===== src/design/uakx_pkg.sv =====
// Package: shared constants for the UTF-8 autokey XOR cipher.
package uakx_pkg;

  localparam int unsigned CP_W  = 21;
  localparam int unsigned KEY_W = 35;
  localparam int unsigned KCH_W = 7;
  localparam int unsigned NUM_KEY_CHARS = 10;

  localparam logic [CP_W-1:0] CIPHER_OFFSET = 21'h003061;
  localparam logic [CP_W-1:0] CP_MAX        = 21'h10FFFF;

  // Result status codes.
  localparam logic [1:0] ERR_NONE      = 2'd0;
  localparam logic [1:0] ERR_MALFORMED = 2'd1;
  localparam logic [1:0] ERR_RANGE     = 2'd2;

  // Configuration register indexes.
  localparam logic [1:0] REG_MODE     = 2'd0;
  localparam logic [1:0] REG_KEY_LOW  = 2'd1;
  localparam logic [1:0] REG_KEY_HIGH = 2'd2;

  // Mode register values.
  localparam logic MODE_ENCRYPT = 1'b0;

endpackage


===== src/design/uakx_in_if.sv =====
// Interface: input byte channel with valid/ready handshake.
interface uakx_in_if;
  logic       valid;
  logic       ready;
  logic [7:0] byte_in;
  logic       start_of_message;

  modport source (output valid, output byte_in, output start_of_message, input ready);
  modport sink   (input valid, input byte_in, input start_of_message, output ready);
endinterface


===== src/design/uakx_out_if.sv =====
// Interface: output byte channel with valid/ready handshake.
interface uakx_out_if;
  logic       valid;
  logic       ready;
  logic [7:0] byte_out;
  logic       last_byte;
  logic [1:0] error_code;

  modport source (output valid, output byte_out, output last_byte, output error_code,
                  input ready);
  modport sink   (input valid, input byte_out, input last_byte, input error_code,
                  output ready);
endinterface


===== src/design/utf8_autokey_xor_cipher.sv =====
// Top level: UTF-8 autokey XOR cipher with a history memory and byte serializer.
//
// Bytes of a UTF-8 message enter on in_stream, one per transaction, and leave on
// out_stream as the UTF-8 encoding of each transformed codepoint, one byte per
// transaction, with last_byte on the final byte. A byte that does not complete
// a codepoint yields nothing; a malformed byte, a decrypt input below 0x3061 or
// a result above 0x10FFFF yields a single zero byte with last_byte set and the
// error code. The path is decode, history read, transform, serialize: the byte
// that completes a codepoint is registered into stage B, then stage C, then the
// serializer, and any of them can be held by back-pressure from out_stream.
// Throughput is set by the output serializer, one byte per cycle while
// out_stream is ready: each codepoint occupies it for every byte of its
// encoding (one to four), and it loads the next as the last leaves. The plaintext
// history sits in a HISTORY_DEPTH-entry memory with a registered read port;
// it needs no clearing pass after reset, since an entry is read only after it
// was written in the current message. The read-modify-write on the history is
// covered by steering the read address past a slot that is being written in
// the same cycle, plus a forwarding register when the two still collide (a
// one-entry history). Write mode and key registers only while the block is
// idle; cfg_index selects mode, key characters 0-4, or key characters 5-9.
module utf8_autokey_xor_cipher #(
  parameter int unsigned HISTORY_DEPTH = 10
) (
  input  logic                        clk,
  input  logic                        rst,
  input  logic                        cfg_we,
  input  logic [1:0]                  cfg_index,
  input  logic [uakx_pkg::KEY_W-1:0]  cfg_data,
  uakx_in_if.sink                     in_stream,
  uakx_out_if.source                  out_stream
);

  localparam int unsigned SLOT_W = (HISTORY_DEPTH > 1) ? $clog2(HISTORY_DEPTH) : 1;
  localparam int unsigned POS_W  = $clog2(HISTORY_DEPTH + 1);
  localparam int unsigned CP_W   = uakx_pkg::CP_W;
  localparam int unsigned KCH_W  = uakx_pkg::KCH_W;

  // ---------------------------------------------------------------------------
  // Configuration registers
  // ---------------------------------------------------------------------------
  logic                       mode;
  logic [uakx_pkg::KEY_W-1:0] key_low;
  logic [uakx_pkg::KEY_W-1:0] key_high;

  always_ff @(posedge clk) begin
    if (rst) begin
      mode     <= uakx_pkg::MODE_ENCRYPT;
      key_low  <= '0;
      key_high <= '0;
    end else if (cfg_we) begin
      case (cfg_index)
        uakx_pkg::REG_MODE:     mode     <= cfg_data[0];
        uakx_pkg::REG_KEY_LOW:  key_low  <= cfg_data;
        uakx_pkg::REG_KEY_HIGH: key_high <= cfg_data;
        default: ;
      endcase
    end
  end

  // Key characters laid out by position; positions past the tenth read zero.
  logic [KCH_W-1:0] key_chars [2**POS_W];

  for (genvar i = 0; i < 2**POS_W; i++) begin : g_key
    if (i < 5) begin : g_low
      assign key_chars[i] = key_low[KCH_W*i +: KCH_W];
    end else if (i < uakx_pkg::NUM_KEY_CHARS) begin : g_high
      assign key_chars[i] = key_high[KCH_W*(i-5) +: KCH_W];
    end else begin : g_none
      assign key_chars[i] = '0;
    end
  end

  // ---------------------------------------------------------------------------
  // Handshake control across the three stages
  // ---------------------------------------------------------------------------
  logic       b_v;          // decoded item waiting for its history read
  logic       c_v;          // item with read data, ready to transform
  logic [2:0] ser_left;     // bytes still to send from the serializer
  logic       ser_can_load;
  logic       c_fire;
  logic       b_go;
  logic       in_fire;
  logic       out_fire;

  assign out_fire     = out_stream.valid && out_stream.ready;
  // The serializer takes a new codepoint once its last byte leaves.
  assign ser_can_load = (ser_left == 3'd0) || ((ser_left == 3'd1) && out_stream.ready);
  assign c_fire       = c_v && ser_can_load;
  assign b_go         = b_v && (!c_v || c_fire);
  assign in_stream.ready = !b_v || b_go;
  assign in_fire      = in_stream.valid && in_stream.ready;

  // ---------------------------------------------------------------------------
  // Stage A: UTF-8 decode at accept
  // ---------------------------------------------------------------------------
  logic [CP_W-1:0] dec_acc;
  logic [1:0]      cont_left;
  logic            restart_pend;  // start of message seen, not yet handed down

  logic [CP_W-1:0] dec_acc_next;
  logic [1:0]      cont_left_next;
  logic            item_emit;
  logic            item_err;
  logic [CP_W-1:0] item_cp;
  logic [CP_W-1:0] acc_eff;
  logic [1:0]      cont_eff;
  logic [CP_W-1:0] acc_shift;
  logic [7:0]      bin;

  always_comb begin
    bin       = in_stream.byte_in;
    acc_eff   = in_stream.start_of_message ? '0 : dec_acc;
    cont_eff  = in_stream.start_of_message ? 2'd0 : cont_left;
    acc_shift = {acc_eff[CP_W-7:0], bin[5:0]};

    dec_acc_next   = acc_eff;
    cont_left_next = cont_eff;
    item_emit      = 1'b0;
    item_err       = 1'b0;
    item_cp        = {{(CP_W-8){1'b0}}, bin};

    if (cont_eff == 2'd0) begin
      if (bin[7] == 1'b0) begin
        item_emit = 1'b1;
      end else if (bin[7:5] == 3'b110) begin
        dec_acc_next   = {{(CP_W-5){1'b0}}, bin[4:0]};
        cont_left_next = 2'd1;
      end else if (bin[7:4] == 4'b1110) begin
        dec_acc_next   = {{(CP_W-4){1'b0}}, bin[3:0]};
        cont_left_next = 2'd2;
      end else if (bin[7:3] == 5'b11110) begin
        dec_acc_next   = {{(CP_W-3){1'b0}}, bin[2:0]};
        cont_left_next = 2'd3;
      end else begin
        // Stray continuation byte or an impossible lead: emit an error item.
        item_emit = 1'b1;
        item_err  = 1'b1;
      end
    end else if (bin[7:6] != 2'b10) begin
      // Broken sequence: drop the partial codepoint and this byte, emit an error item.
      dec_acc_next   = '0;
      cont_left_next = 2'd0;
      item_emit      = 1'b1;
      item_err       = 1'b1;
    end else begin
      cont_left_next = cont_eff - 2'd1;
      dec_acc_next   = acc_shift;
      if (cont_eff == 2'd1) begin
        item_emit    = 1'b1;
        item_cp      = acc_shift;
        dec_acc_next = '0;
      end
    end
  end

  always_ff @(posedge clk) begin
    if (rst) begin
      dec_acc      <= '0;
      cont_left    <= 2'd0;
      restart_pend <= 1'b0;
    end else if (in_fire) begin
      dec_acc      <= dec_acc_next;
      cont_left    <= cont_left_next;
      // Carry the restart down with the next item so items in flight keep
      // their position and slot.
      restart_pend <= !item_emit && (restart_pend || in_stream.start_of_message);
    end
  end

  // ---------------------------------------------------------------------------
  // Stage B: history read
  // ---------------------------------------------------------------------------
  logic            b_err;
  logic            b_sop;
  logic [CP_W-1:0] b_cp;

  logic            c_err;
  logic            c_sop;
  logic [CP_W-1:0] c_cp;

  logic [CP_W-1:0] hist_mem [HISTORY_DEPTH];
  logic [CP_W-1:0] rd_q;
  logic            fwd_hit;
  logic [CP_W-1:0] fwd_data;

  logic [SLOT_W-1:0] slot;
  logic [POS_W-1:0]  pos;
  logic [SLOT_W-1:0] slot_eff;
  logic [POS_W-1:0]  pos_eff;
  logic [SLOT_W-1:0] slot_next;
  logic [POS_W-1:0]  pos_next;
  logic [SLOT_W-1:0] rd_addr;
  logic              c_ok;
  logic [CP_W-1:0]   c_plain;

  always_ff @(posedge clk) begin
    if (rst) begin
      b_v <= 1'b0;
    end else if (in_fire && item_emit) begin
      b_v <= 1'b1;
    end else if (b_go) begin
      b_v <= 1'b0;
    end
  end

  always_ff @(posedge clk) begin
    if (in_fire && item_emit) begin
      b_err <= item_err;
      b_sop <= restart_pend || in_stream.start_of_message;
      b_cp  <= item_cp;
    end
  end

  // Read the slot that will be current once stage C has retired its item.
  always_comb begin
    if (b_sop) begin
      rd_addr = '0;
    end else if (c_fire) begin
      rd_addr = slot_next;
    end else begin
      rd_addr = slot;
    end
  end

  always_ff @(posedge clk) begin
    if (b_go) begin
      rd_q     <= hist_mem[rd_addr];
      fwd_hit  <= c_fire && c_ok && (rd_addr == slot_eff);
      fwd_data <= c_plain;
    end
  end

  always_ff @(posedge clk) begin
    if (c_fire && c_ok) begin
      hist_mem[slot_eff] <= c_plain;
    end
  end

  // ---------------------------------------------------------------------------
  // Stage C: transform, range check, history write-back
  // ---------------------------------------------------------------------------
  always_ff @(posedge clk) begin
    if (rst) begin
      c_v <= 1'b0;
    end else if (b_go) begin
      c_v <= 1'b1;
    end else if (c_fire) begin
      c_v <= 1'b0;
    end
  end

  always_ff @(posedge clk) begin
    if (b_go) begin
      c_err <= b_err;
      c_sop <= b_sop;
      c_cp  <= b_cp;
    end
  end

  logic [CP_W-1:0] hist_val;
  logic [CP_W-1:0] src;
  logic [CP_W:0]   enc_sum;
  logic [CP_W-1:0] dec_val;
  logic [CP_W-1:0] res;
  logic [1:0]      c_code;

  always_comb begin
    slot_eff = c_sop ? '0 : slot;
    pos_eff  = c_sop ? '0 : pos;
    hist_val = fwd_hit ? fwd_data : rd_q;

    if (pos_eff < POS_W'(HISTORY_DEPTH)) begin
      src = {{(CP_W-KCH_W){1'b0}}, key_chars[pos_eff]};
    end else begin
      src = hist_val;
    end

    enc_sum = {1'b0, c_cp ^ src} + {1'b0, uakx_pkg::CIPHER_OFFSET};
    dec_val = (c_cp - uakx_pkg::CIPHER_OFFSET) ^ src;

    if (c_err) begin
      c_code  = uakx_pkg::ERR_MALFORMED;
      res     = dec_val;
      c_plain = dec_val;
    end else if (mode == uakx_pkg::MODE_ENCRYPT) begin
      res     = enc_sum[CP_W-1:0];
      c_plain = c_cp;
      c_code  = (enc_sum > {1'b0, uakx_pkg::CP_MAX}) ? uakx_pkg::ERR_RANGE
                                                     : uakx_pkg::ERR_NONE;
    end else begin
      res     = dec_val;
      c_plain = dec_val;
      c_code  = ((c_cp < uakx_pkg::CIPHER_OFFSET) || (dec_val > uakx_pkg::CP_MAX))
                ? uakx_pkg::ERR_RANGE : uakx_pkg::ERR_NONE;
    end

    c_ok = (c_code == uakx_pkg::ERR_NONE);

    // A dropped codepoint leaves slot and position unchanged, or at zero on a restart.
    if (c_ok) begin
      slot_next = (slot_eff == SLOT_W'(HISTORY_DEPTH - 1)) ? '0 : slot_eff + 1'b1;
      pos_next  = (pos_eff < POS_W'(HISTORY_DEPTH)) ? pos_eff + 1'b1 : pos_eff;
    end else begin
      slot_next = slot_eff;
      pos_next  = pos_eff;
    end
  end

  always_ff @(posedge clk) begin
    if (rst) begin
      slot <= '0;
      pos  <= '0;
    end else if (c_fire) begin
      slot <= slot_next;
      pos  <= pos_next;
    end
  end

  // UTF-8 encode of the result; an error is one zero byte.
  logic [7:0] enc_bytes [4];
  logic [2:0] enc_len;

  always_comb begin
    enc_bytes[0] = 8'h00;
    enc_bytes[1] = {2'b10, res[5:0]};
    enc_bytes[2] = {2'b10, res[5:0]};
    enc_bytes[3] = {2'b10, res[5:0]};
    enc_len      = 3'd1;
    if (!c_ok) begin
      enc_bytes[0] = 8'h00;
    end else if (res <= 21'h00007F) begin
      enc_bytes[0] = res[7:0];
    end else if (res <= 21'h0007FF) begin
      enc_bytes[0] = {3'b110, res[10:6]};
      enc_len      = 3'd2;
    end else if (res <= 21'h00FFFF) begin
      enc_bytes[0] = {4'b1110, res[15:12]};
      enc_bytes[1] = {2'b10, res[11:6]};
      enc_len      = 3'd3;
    end else begin
      enc_bytes[0] = {5'b11110, res[20:18]};
      enc_bytes[1] = {2'b10, res[17:12]};
      enc_bytes[2] = {2'b10, res[11:6]};
      enc_len      = 3'd4;
    end
  end

  // ---------------------------------------------------------------------------
  // Output serializer: one byte per transaction, shift on each send
  // ---------------------------------------------------------------------------
  logic [7:0] ser_bytes [4];
  logic [1:0] ser_code;

  always_ff @(posedge clk) begin
    if (rst) begin
      ser_left <= 3'd0;
    end else if (c_fire) begin
      ser_left <= enc_len;
    end else if (out_fire) begin
      ser_left <= ser_left - 3'd1;
    end
  end

  always_ff @(posedge clk) begin
    if (c_fire) begin
      ser_bytes <= enc_bytes;
      ser_code  <= c_code;
    end else if (out_fire) begin
      ser_bytes[0] <= ser_bytes[1];
      ser_bytes[1] <= ser_bytes[2];
      ser_bytes[2] <= ser_bytes[3];
    end
  end

  assign out_stream.valid      = (ser_left != 3'd0);
  assign out_stream.byte_out   = ser_bytes[0];
  assign out_stream.last_byte  = (ser_left == 3'd1);
  assign out_stream.error_code = ser_code;

endmodule

===== src/flat_wrapper.sv =====
// flat-port wrapper written by rule: the top's interface ports become plain ports
module utf8_autokey_xor_cipher_flat 
#(
  parameter int unsigned HISTORY_DEPTH = 10
)
  (clk, rst, cfg_we, cfg_index, cfg_data, in_stream_valid, in_stream_byte_in, in_stream_start_of_message, in_stream_ready, out_stream_valid, out_stream_byte_out, out_stream_last_byte, out_stream_error_code, out_stream_ready);
  uakx_in_if in_stream_i ();
  uakx_out_if out_stream_i ();
  input  logic clk;
  input  logic rst;
  input  logic cfg_we;
  input  logic [1:0] cfg_index;
  input  logic [uakx_pkg::KEY_W-1:0] cfg_data;
  input wire logic [$bits(in_stream_i.valid)-1:0] in_stream_valid;
  input wire logic [$bits(in_stream_i.byte_in)-1:0] in_stream_byte_in;
  input wire logic [$bits(in_stream_i.start_of_message)-1:0] in_stream_start_of_message;
  output wire logic [$bits(in_stream_i.ready)-1:0] in_stream_ready;
  output wire logic [$bits(out_stream_i.valid)-1:0] out_stream_valid;
  output wire logic [$bits(out_stream_i.byte_out)-1:0] out_stream_byte_out;
  output wire logic [$bits(out_stream_i.last_byte)-1:0] out_stream_last_byte;
  output wire logic [$bits(out_stream_i.error_code)-1:0] out_stream_error_code;
  input wire logic [$bits(out_stream_i.ready)-1:0] out_stream_ready;
  assign in_stream_i.valid = in_stream_valid;
  assign in_stream_i.byte_in = in_stream_byte_in;
  assign in_stream_i.start_of_message = in_stream_start_of_message;
  assign in_stream_ready = in_stream_i.ready;
  assign out_stream_valid = out_stream_i.valid;
  assign out_stream_byte_out = out_stream_i.byte_out;
  assign out_stream_last_byte = out_stream_i.last_byte;
  assign out_stream_error_code = out_stream_i.error_code;
  assign out_stream_i.ready = out_stream_ready;
  utf8_autokey_xor_cipher #(.HISTORY_DEPTH(HISTORY_DEPTH)) u_core (.clk(clk), .rst(rst), .cfg_we(cfg_we), .cfg_index(cfg_index), .cfg_data(cfg_data), .in_stream(in_stream_i), .out_stream(out_stream_i));
endmodule

===== config.mk =====
export PLATFORM = sky130hd
export DESIGN_NAME = utf8_autokey_xor_cipher_flat
export DESIGN_NICKNAME = d
export VERILOG_FILES = /design/src/design/uakx_pkg.sv /design/src/design/uakx_in_if.sv /design/src/design/uakx_out_if.sv /design/src/design/utf8_autokey_xor_cipher.sv /design/src/flat_wrapper.sv
export SDC_FILE = /design/constraint.sdc
export NUM_CORES = 1
export LEC_CHECK = 0
export BUFFER_PORTS_ARGS = -buffer_cell sky130_fd_sc_hd__buf_2
export CAP_MARGIN = 20
export CELL_PAD_IN_SITES_DETAIL_PLACEMENT = 1
export CELL_PAD_IN_SITES_GLOBAL_PLACEMENT = 2
export CORE_ASPECT_RATIO = 1.5
export CORE_UTILIZATION = 45
export CTS_CLUSTER_SIZE = 24
export DETAILED_ROUTE_END_ITERATION = 8
export GPL_ROUTABILITY_DRIVEN = 0
export PLACE_DENSITY = 0.92
export SYNTH_ARGS = -nofsm -noshare
export SYNTH_HDL_FRONTEND = slang
export SYNTH_SLANG_ARGS = --single-unit

===== constraint.sdc =====
create_clock -name clk -period 17.9 [get_ports clk]
set_input_delay 5.37 -clock clk [delete_from_list [all_inputs] [get_ports clk]]
set_output_delay 5.37 -clock clk [all_outputs]
set_load 0.01 [all_outputs]

* Yosys cells after proc, flatten, opt, wreduce, memory -nomap -nowiden *
Memory sizes are Yosys's and may differ from the RTL's. A register that Yosys moved wholly into a read port is not among the register bits.
Cells that the tools add are included.
Widths: inputs -> output; s select.

storage, ports and cells
  register bits = 208
  latch bits = 0
  memory bits (writable) = 210
  memory bits (read-only) = 0
  input port bits = 51
  output and inout port bits = 13
  logic and storage cells = 154
  memories = 1

memory list
  name             depth  width  read ports  clocked after Yosys merged registers in  wr ports  line                            source
  u_core.hist_mem  10     21     1           1                                        1         utf8_autokey_xor_cipher.sv:181  logic [CP_W-1:0] hist_mem [HISTORY_DEPTH];

cells by class
  add/subtract/negate cells = 6
  multipliers = 0
  divide/modulo/power cells = 0
  order comparisons = 8
  equal/unequal tests = 10
  shift-type cells = 0
  muxes and demuxes = 71
  bitwise gates (word level) = 4
  reduce and logical (&&, ||, !) cells = 29

operator list
  cell                    number
  $mux 21                 14
  $mux 16                 3
  $mux 24                 2
  $mux 8                  6
  $xor 21x21->21          2
  $mux 4                  8
  $bmux 7 s4              1
  $add 21x14->22 const B  1
  $gt 22x21->1 const B    1
  $mux 2                  11
  $gt 21x21->1 const B    1
  $le 21x11->1 const B    1
  $le 21x16->1 const B    1
  $le 21x7->1 const B     1
  $lt 21x14->1 const B    1
  $sub 21x14->21 const B  1
  $mux 3                  6
  $mux 1                  16
  $mux 7                  2
  $mux 13                 1
  $logic_and 1x1->1       9
  $add 4x1->4 const B     2
  $eq 4x4->1 const B      2
  $logic_not 2->1         3
  other kinds (21)        32

* Depth between registers and ports, before layout *
Gate-level depths: netlist of the first run.

  depth after elaboration = 18
  mapped depth = 21
  gate-level depth less buffers = 17

* Worst setup path after synthesis of the first run *
No wires, ideal clock.

  path type = input to output
  from = input port out_stream_ready
  to = output port in_stream_ready
  arrival = 5.818 ns
  data required time = 12.530 ns
  path slack = 6.712 ns
  cell stages on the path = 2
  path buffers = 0
  cell sequence = a21boi_0 -> nand3_1

on the way
  cells in the longest elaborated chain, start to end = 6

RTL lines
  element            line                           source
  from (decl)        flat_wrapper.sv:22             input wire logic [$bits(out_stream_i.ready)-1:0] out_stream_ready;
  $logic_and 1x1->1  utf8_autokey_xor_cipher.sv:87  assign ser_can_load = (ser_left == 3'd0) || ((ser_left == 3'd1) && out_stream.ready);
  $logic_or 1x1->1   utf8_autokey_xor_cipher.sv:87
  $logic_and 1x1->1  utf8_autokey_xor_cipher.sv:88  assign c_fire = c_v && ser_can_load;
  $logic_or 1x1->1   utf8_autokey_xor_cipher.sv:89  assign b_go = b_v && (!c_v || c_fire);
  $logic_and 1x1->1  utf8_autokey_xor_cipher.sv:89
  $logic_or 1x1->1   utf8_autokey_xor_cipher.sv:90  assign in_stream.ready = !b_v || b_go;
  to (decl)          flat_wrapper.sv:17             output wire logic [$bits(in_stream_i.ready)-1:0] in_stream_ready;

Every way passes these cells.

* Worst setup path in the final report of the first run *
Ends and elaborated chain as after synthesis.

==> results of run 1 <==
[where the power goes]
part	internal [mW]	leakage (nW)	total [mW]	switching (mW)
registers	1.15	3.82	1.18	0.0259
clock network	0.465	0.620	0.857	0.392
logic	0.110	3.01	0.375	0.264
[per-stage QoR]
step / util (%) / total power, mW / instances
after CTS: 50.6 / 2.41 / 2559
after global placement: 47.8 / 1.55 / 2483
after detailed placement: 47.8 / 1.57 / 2483
final: 50.6 / 2.41 / 2560
after global routing: 50.6 / 2.48 / 2560
after floorplan: - / 1.43 / 1934
[Yosys cell counts (23+ instances only)]
master    number  share of area, %
nand2_1      265               4.7
o21ai_0       73               1.7
edfxtp_1     327                47
mux2i_1       46               2.2
o22ai_1       34               1.0
nand3_1       31              0.74
a22oi_1       37               1.3
or2_2         31              0.92
and2_1        23              0.68
dfxtp_1      102               9.7
a211oi_1      33               1.2
o211ai_1      39               1.4
clkbuf_1     115               2.0
nor2_1       166               3.0
mux2_2        28               1.5
a21oi_1      125               3.0
nor3_1        30              0.71
xnor2_1       42               1.7
[layer usage]
layer / part of all wire, % / GRT usage [%] / up-vias
li1: - / - / 7338
met1: 35 / 33.1 / 8466
met2: 52 / 52.9 / 804
met3: 6.6 / 4.60 / 278
met4: 6.7 / 20.0 / 0
met5: 0 / 0 / -
[layout make-up]
| class | instances | area, um2 | area share, % |
|---|---|---|---|
| repair buffers | 108 | 656 | 2.81 |
| multi-input cells | 1340 | 8680 | 37.3 |
| well taps | 588 | 736 | 3.16 |
| flip-flops and latches | 429 | 11900 | 50.9 |
| inverters | 19 | 71.3 | 0.306 |
| clock buffers | 52 | 1130 | 4.85 |
| clock inverters | 24 | 164 | 0.704 |
[path summary, 6_finish.rpt]
check / startpoint / endpoint / slack [ps]
min: u_core.b_cp[9] / u_core.c_cp[9] / 420
min reg2reg: u_core.b_cp[9] / u_core.c_cp[9] / 420
max: out_stream_ready / in_stream_ready / 5730
max reg2reg: u_core.pos[3] / u_core.rd_q[5] / 10040
[cells by family (layout without fill, tap and decap cells)]
| family | count (synthesis) | after routing | share of synthesized area, % |
|---|---|---|---|
| buf+inv | 165 | 203 | 3.26 |
| simple gates | 634 | 634 | 13.7 |
| fa+ha+maj | 9 | 9 | 0.534 |
| xor+xnor | 58 | 58 | 2.41 |
| mux | 95 | 95 | 5.81 |
| compound gates | 544 | 544 | 18.1 |
| flops | 429 | 429 | 56.2 |
[worst register-to-register path, stage by stage, from the launching register on]
cell and delay [ps]:
dfxtp_1 700, nand2b_1 390, nor3_1 810, a22o_1 320, o21ai_0 140, a222oi_1 970
a211oi_2 300, or3_1 420, o41ai_2 500, a21oi_1 150, buf_4 220, or4_4 560
a31oi_4 170, buf_4 470, or4b_1 1010, a221o_1 530, nand3_1 100
[registers in the layout (all words and copies together) (netlist names), 2 cells and up]
| name | flops |
|---|---|
| u_core.c_cp | 21 |
| u_core.ser_bytes | 18 |
| u_core.b_cp | 21 |
| u_core.key_high | 35 |
| u_core.pos | 4 |
| u_core.cont_left | 2 |
| u_core.rd_q | 21 |
| u_core.key_low | 35 |
| u_core.fwd_data | 21 |
| u_core.out_stream.error_code | 2 |
| u_core.slot | 4 |
| u_core.hist_mem | 210 |
| u_core.dec_acc | 15 |
| u_core.ser_left | 3 |
| u_core.out_stream.byte_out | 8 |
==> impl_metrics.tcl, run 1 <==
set metrics [dict create \
    cts_made_buffers 42 \
    timing.final.ws_setup_ps 5730 \
    synth_edf_count 327 \
    drc 0 \
    drive_above_1_share_pct 14.2 \
    cts_root_buf "clkbuf_16" \
    critPathRequiredTime_ps 12530 \
    cts_setup_buffers 0 \
    track_usage_pct 30.1 \
    grt_pass1_vias 17800 \
    clock_latency_ps 590 \
    status "finished, final reports clean" \
    start_kind "input pin" \
    drt-total-wl_um 71100 \
    ys_types 80 \
    gr-total-overflow 0 \
    maxCapViolations 0 \
    dpl_cell_area_mm2 0.0220 \
    post-place-ws_ps 5740 \
    syn_area_per_cell_um2 10.9 \
    r2r_cells 16 \
    crit_cells 4 \
    synth_ff_type "edfxtp_1" \
    fillers 4915 \
    period_share_pct 68.0 \
    layout.cells.most_common "edfxtp_1" \
    die_area_mm2 0.0478 \
    htreeDepth 2 \
    min_path_cells 0 \
    skew_ps 40.4 \
    yosys_warnings 0 \
    postLayoutCellArea_mm2 0.0233 \
    synthesis.area_mm2 0.0211 \
    critPathMaxStageDelay_ps 540 \
    tns_ps 0 \
    die_h_um 267 \
    drtAntennaViolNets 0 \
    async_flop_share_pct 0 \
    post_cts_resize_count 0 \
    drt_iter0_markers 1483 \
    hold_viol 0 \
    antenna_found_initial 1 \
    n_antenna_cell 0 \
    hpwl_um 45100 \
    ios 64 \
    crit_fanout 4 \
    numClockSinks 429 \
    nets 2000 \
    cp_slowest_cell "a21boi_0" \
    endpoint_kind "output pin" \
    drt_pass1_iterations 5 \
    wl_per_cell_um 27.8 \
    ys_ff_latch 429 \
    max_slew_margin_pct 22.9 \
    grt_pass1_wl_um 107000 \
    vias 16900 \
    clk_pin_slew_worst_paths_ps 60 \
    tritoncts "built" \
    slew_violations 0 \
    synthToLayoutAreaGrowth_pct 10.4 \
    grt_max_degree 82 \
    crit_top_cell "buf_2" \
    io_buffers 63 \
    power_density_mw_per_mm2 103 \
    irDropWorstVdd_mv 0.0681 \
    path_buf_inv 2 \
    syn_nets 1994 \
    ys_seq_area_share_pct 56.2 \
    arrival_ps 6800 \
    cts.hold.buffers_added 0 \
    floorplan.initialDensity_pct 45.9 \
    setup_viol 0 \
    coreArea_mm2 0.0460 \
    hold_class "register to register" \
    rows 96 \
    holdWs_ps 419 \
    tightest_slew_ps 1150 \
    fmax_ghz 0.0821 \
    crit_family "compound AO/OA/AOI/OAI gates" \
    leakagePower_nw 7.45 \
    worstPathCellList "buf_2, a21boi_0, nand3_1, buf_2" \
    critPathKind "input pin to output pin" \
    rsz0062_at_grt "no" \
    synth_cells 1934 \
    ctsLongestPathBuffers 3 \
    final_cell_mix "edfxtp_1 (327), nand2_1 (263), nor2_1 (161)" \
    die_w_um 179 \
    fin_crit_ps 12170 \
    viasPerCell 6.60 \
]
Power figures use the tool's default switching activity.
==> run 2: changes to the inputs <==
Settings changed: CORE_UTILIZATION 45 to 42, PLACE_DENSITY 0.92 to 0.87.
Clock period 17.9 ns to 12.5 ns, I/O delays scaled along.
==> impl_metrics.tcl, run 2 (synthesis gave the netlist of run 1 again) <==
set metrics [dict create \
    floorplan.initialDensity_pct 42.5 \
    critPathRequiredTime_ps 8750 \
    viasPerCell 6.23 \
    hold_class "register to register" \
    crit_fanout 4 \
    die_w_um 185 \
    ios 64 \
    fmax_ghz 0.114 \
    regMostFlops "u_core.hist_mem" \
    min_path_cells 0 \
    drt-total-wl_um 69500 \
    irDropWorstVdd_mv 0.109 \
    drtAntennaViolNets 0 \
    holdWs_ps 395 \
    die_h_um 276 \
    synthToLayoutAreaGrowth_pct 11.3 \
    cts.hold.buffers_added 0 \
    drt_iter0_markers 1297 \
    gr-total-overflow 0 \
    cts_setup_buffers 0 \
    maxCapViolations 0 \
    arrival_ps 5030 \
    clk_pin_slew_worst_paths_ps 60 \
    endpoint_kind "output pin" \
    wl_per_cell_um 26.3 \
    p_sw_share_pct 27.7 \
    status "finished, final reports clean" \
    period_share_pct 70.2 \
    p_int_mw 2.55 \
    drc 0 \
    setup_viol 0 \
    grt_max_degree 98 \
    leakagePower_nw 7.49 \
    crit_top_cell "buf_2" \
    htreeDepth 2 \
    critPathKind "input pin to output pin" \
    seqPwrFrac_pct 48.0 \
    hpwl_um 45600 \
    cts_root_buf "clkbuf_16" \
    critPathMaxStageDelay_ps 610 \
    power_density_mw_per_mm2 150 \
    worstPathCellList "buf_2, a21boi_0, nand3_1, buf_2" \
    pwr-share-clk_pct 36.9 \
    ctsLongestPathBuffers 3 \
    p_sw_mw 0.975 \
    max_slew_margin_pct 22.6 \
    fillers 5334 \
    post_cts_resize_count 0 \
    vias 16400 \
    final_cell_mix "edfxtp_1 (327), nand2_1 (263), nor2_1 (161)" \
    tns_ps 0 \
    grt_pass1_wl_um 105000 \
    grt_pass1_vias 17500 \
    layout.cells.most_common "edfxtp_1" \
    rows 100 \
    rsz0062_at_grt "no" \
    clock_latency_ps 580 \
    numClockSinks 429 \
    start_kind "input pin" \
    tightest_slew_ps 1160 \
    n_antenna_cell 0 \
    nets 2000 \
    die_area_mm2 0.0512 \
    cts_made_buffers 43 \
    io_buffers 63 \
    hold_viol 0 \
    tritoncts "built" \
    fin_crit_ps 8780 \
    track_usage_pct 27.4 \
    largest_reg_flops 210 \
    antenna_found_initial 0 \
    combinationalPowerShare_pct 15.1 \
    slew_violations 0 \
    largestRegisters "u_core.hist_mem x210, u_core.key_high x35, u_core.key_low x35" \
    cp_slowest_cell "a21boi_0" \
    drive_above_1_share_pct 14.3 \
    r2r_cells 18 \
    coreArea_mm2 0.0497 \
    drt_pass1_iterations 7 \
    skew_ps 35.5 \
]
-- run 2: worst paths after layout --
path / to / from / slack, ps
min: u_core.c_cp[5] / u_core.b_cp[5] / 390
min reg2reg: u_core.c_cp[5] / u_core.b_cp[5] / 390
max: in_stream_ready / out_stream_ready / 3720
max reg2reg: u_core.rd_q[6] / u_core.pos[0] / 5300
-- run 2: layer usage --
metal | routed length (um) | part of all wire, % | GRT usage [%] | up-vias
met5 | 0 | 0 | 0 | -
met3 | 3380 | 4.9 | 3.31 | 230
met2 | 36900 | 53 | 49.8 | 612
met4 | 4400 | 6.3 | 16.8 | 0
li1 | - | - | - | 7332
met1 | 24900 | 36 | 29.8 | 8268
-- run 2: cell type report --
class                   instances  area [um2]  area share (%)
clock buffers                  61        1200            5.13
clock inverters                19         189           0.805
inverters                      19        71.3           0.304
multi-input cells            1340        8670            36.9
flip-flops and latches        429       11900            50.5
well taps                     663         830            3.53
repair buffers                107         648            2.76
-- run 2: power groups by stage --
stage                     Combinational, mW  Clock, mW  Sequential, mW
final                                 0.533       1.30            1.69
after detailed placement              0.528          0            1.72
after floorplan                       0.347          0            1.70
after global placement                0.509          0            1.72
after global routing                  0.574       1.36            1.70
after CTS                             0.531       1.32            1.69
-- run 2: critical path, delay by kind of cell --
family | cells | cell delay (ps)
AND/OR/NAND/NOR | 1 | 310
AO/OA/AOI/OAI | 1 | 610
buffers and inverters | 2 | 350
-- run 2: per-stage QoR --
stage,std cells,setup WS [ps],utilization (%),area (um2),total power [mW]
after CTS,2635,3700,47.2,23500,3.54
final,2638,3720,47.3,23500,3.52
after detailed placement,2555,3310,44.4,22100,2.25
after floorplan,1934,3200,-,21100,2.05
after global placement,2554,3580,44.4,22100,2.23
after global routing,2638,3580,47.3,23500,3.63
==> run 3: changes to the inputs <==
Settings changed: CORE_UTILIZATION 42 to 38, PLACE_DENSITY 0.87 to 0.84.
Clock period 12.5 ns to 7.5 ns, I/O delays scaled along.
==> impl_metrics.tcl, run 3 (synthesis gave the netlist of run 1 again) <==
set metrics [dict create \
    fillers 5877 \
    die_w_um 194 \
    worstPathCellList "nand2b_1, nor3_1, a22oi_1, and3_1, nor2_1, inv_1, ha_1, a2111oi_0, a2111o_1, a21oi_1, buf_4, o311a_1, o21bai_1, or4b_1, a221o_1, nand3_1" \
    status "finished, final reports clean" \
    tritoncts "built" \
    leakagePower_nw 7.58 \
    rsz0062_at_grt "no" \
    power_density_mw_per_mm2 248 \
    final_cell_mix "edfxtp_1 (327), nand2_1 (263), nor2_1 (161)" \
    track_usage_pct 24.9 \
    viasPerCell 6.16 \
    max_slew_margin_pct 17.0 \
    fmax_ghz 0.149 \
    drive_above_1_share_pct 15.3 \
    grt_max_degree 86 \
    slew_violations 0 \
    rows 105 \
    cts_root_buf "clkbuf_16" \
    io_buffers 63 \
    arrival_ps 7040 \
    drt_pass1_iterations 7 \
    fin_crit_ps 6730 \
    wl_per_cell_um 26.4 \
    crit_family "simple AND/OR/NAND/NOR gates" \
    largestRegisters "u_core.hist_mem x210, u_core.key_high x35, u_core.key_low x35" \
    path_buf_inv 2 \
    cts_setup_buffers 0 \
    post_cts_resize_count 0 \
    grt_pass1_vias 17500 \
    drtAntennaViolNets 0 \
    die_h_um 291 \
    largest_reg_flops 210 \
    die_area_mm2 0.0565 \
    ios 64 \
    clk_pin_slew_worst_paths_ps 70 \
    htreeDepth 2 \
    vias 16500 \
    period_share_pct 89.7 \
    irDropWorstVdd_mv 0.154 \
    coreArea_mm2 0.0548 \
    floorplan.initialDensity_pct 38.5 \
    ctsLongestPathBuffers 3 \
    holdWs_ps 416 \
    drt-total-wl_um 71000 \
    maxCapViolations 0 \
    hold_class "register to register" \
    grt_pass1_wl_um 107000 \
    nets 2016 \
    cts_made_buffers 42 \
    tightest_slew_ps 1240 \
    cp_slowest_cell "or4b_1" \
    setup_viol 0 \
    hpwl_um 48200 \
    endpoint_kind "register" \
    layout.cells.most_common "edfxtp_1" \
    antenna_found_initial 0 \
    hold_viol 0 \
    start_kind "register" \
    critPathKind "register to register" \
    skew_ps 29.4 \
    tns_ps 0 \
    gr-total-overflow 0 \
    drc 0 \
    critPathMaxStageDelay_ps 1050 \
    crit_fanout 19 \
    cts.hold.buffers_added 0 \
    synthToLayoutAreaGrowth_pct 12.1 \
    drt_iter0_markers 989 \
    n_antenna_cell 0 \
    critPathRequiredTime_ps 7810 \
    clock_latency_ps 570 \
    numClockSinks 429 \
    regMostFlops "u_core.hist_mem" \
]
## run 3: cell types whose count changed in the layout (fill, tap and decap cells not counted), moves of 2 or more
| cell | previous run | this run |
|---|---|---|
| clkinv_1 | 9 | 11 |
| clkinv_4 | 0 | 2 |
| buf_4 | 44 | 58 |
| clkbuf_16 | 44 | 42 |
| nor2_4 | 3 | 1 |
| inv_4 | 0 | 3 |
| clkbuf_1 | 13 | 4 |
| nor2_2 | 2 | 4 |
| buf_12 | 0 | 2 |
## run 3: cell type report
type                       instances  area (um2)  area share [%]
inverter                          19        71.3           0.302
clock buffer                      51        1130            4.80
sequential                       429       11900            50.2
multi-input combinational       1340        8660            36.6
tap                              695         870            3.68
clock inverter                    27         238            1.01
timing repair buffer             124         801            3.39
## run 3: where the power goes
part / switching [mW] / internal, mW / total (mW)
registers: 0.0691 / 2.75 / 2.82
clock network: 0.958 / 1.19 / 2.15
logic: 0.627 / 0.273 / 0.900
## run 3: layer usage
metal / part of all wire (%) / track usage [%]
met3: 4.5 / 2.48
met4: 5.1 / 13.6
met5: 0 / 0
met1: 36 / 26.8
met2: 54 / 47.2
## run 3: stage by stage
| stage | utilization, % | instance area (um2) | std cells | worst slack, ps | total power [mW] |
|---|---|---|---|---|---|
| 2_1_floorplan | - | 21100 | 1934 | 582 | 3.41 |
| 3_3_place_gp | 40.6 | 22200 | 2601 | 1180 | 3.72 |
| 3_5_place_dp | 40.6 | 22200 | 2603 | 920 | 3.76 |
| 4_1_cts | 43.1 | 23600 | 2681 | 886 | 5.89 |
| 5_1_grt | 43.2 | 23600 | 2685 | 566 | 6.04 |
| 6_report | 43.2 | 23600 | 2685 | 770 | 5.87 |
## run 3: final timing paths
| check | from | endpoint | slack, ps | cells after the start |
|---|---|---|---|---|
| max | u_core.c_sop | u_core.rd_q[8] | 770 | 16 |
| min reg2reg | u_core.b_cp[14] | u_core.c_cp[14] | 420 | 0 |
| max reg2reg | u_core.c_sop | u_core.rd_q[8] | 770 | 16 |
| min | u_core.b_cp[14] | u_core.c_cp[14] | 420 | 0 |
## run 3: worst register-to-register path: stages, from the launching register on
cell and delay (ps):
edfxtp_1 630, nand2b_1 370, nor3_1 600, a22oi_1 260
and3_1 260, nor2_1 450, inv_1 120, ha_1 320
a2111oi_0 690, a2111o_1 250, a21oi_1 60, buf_4 200
o311a_1 350, o21bai_1 490, or4b_1 1050, a221o_1 250
nand3_1 90
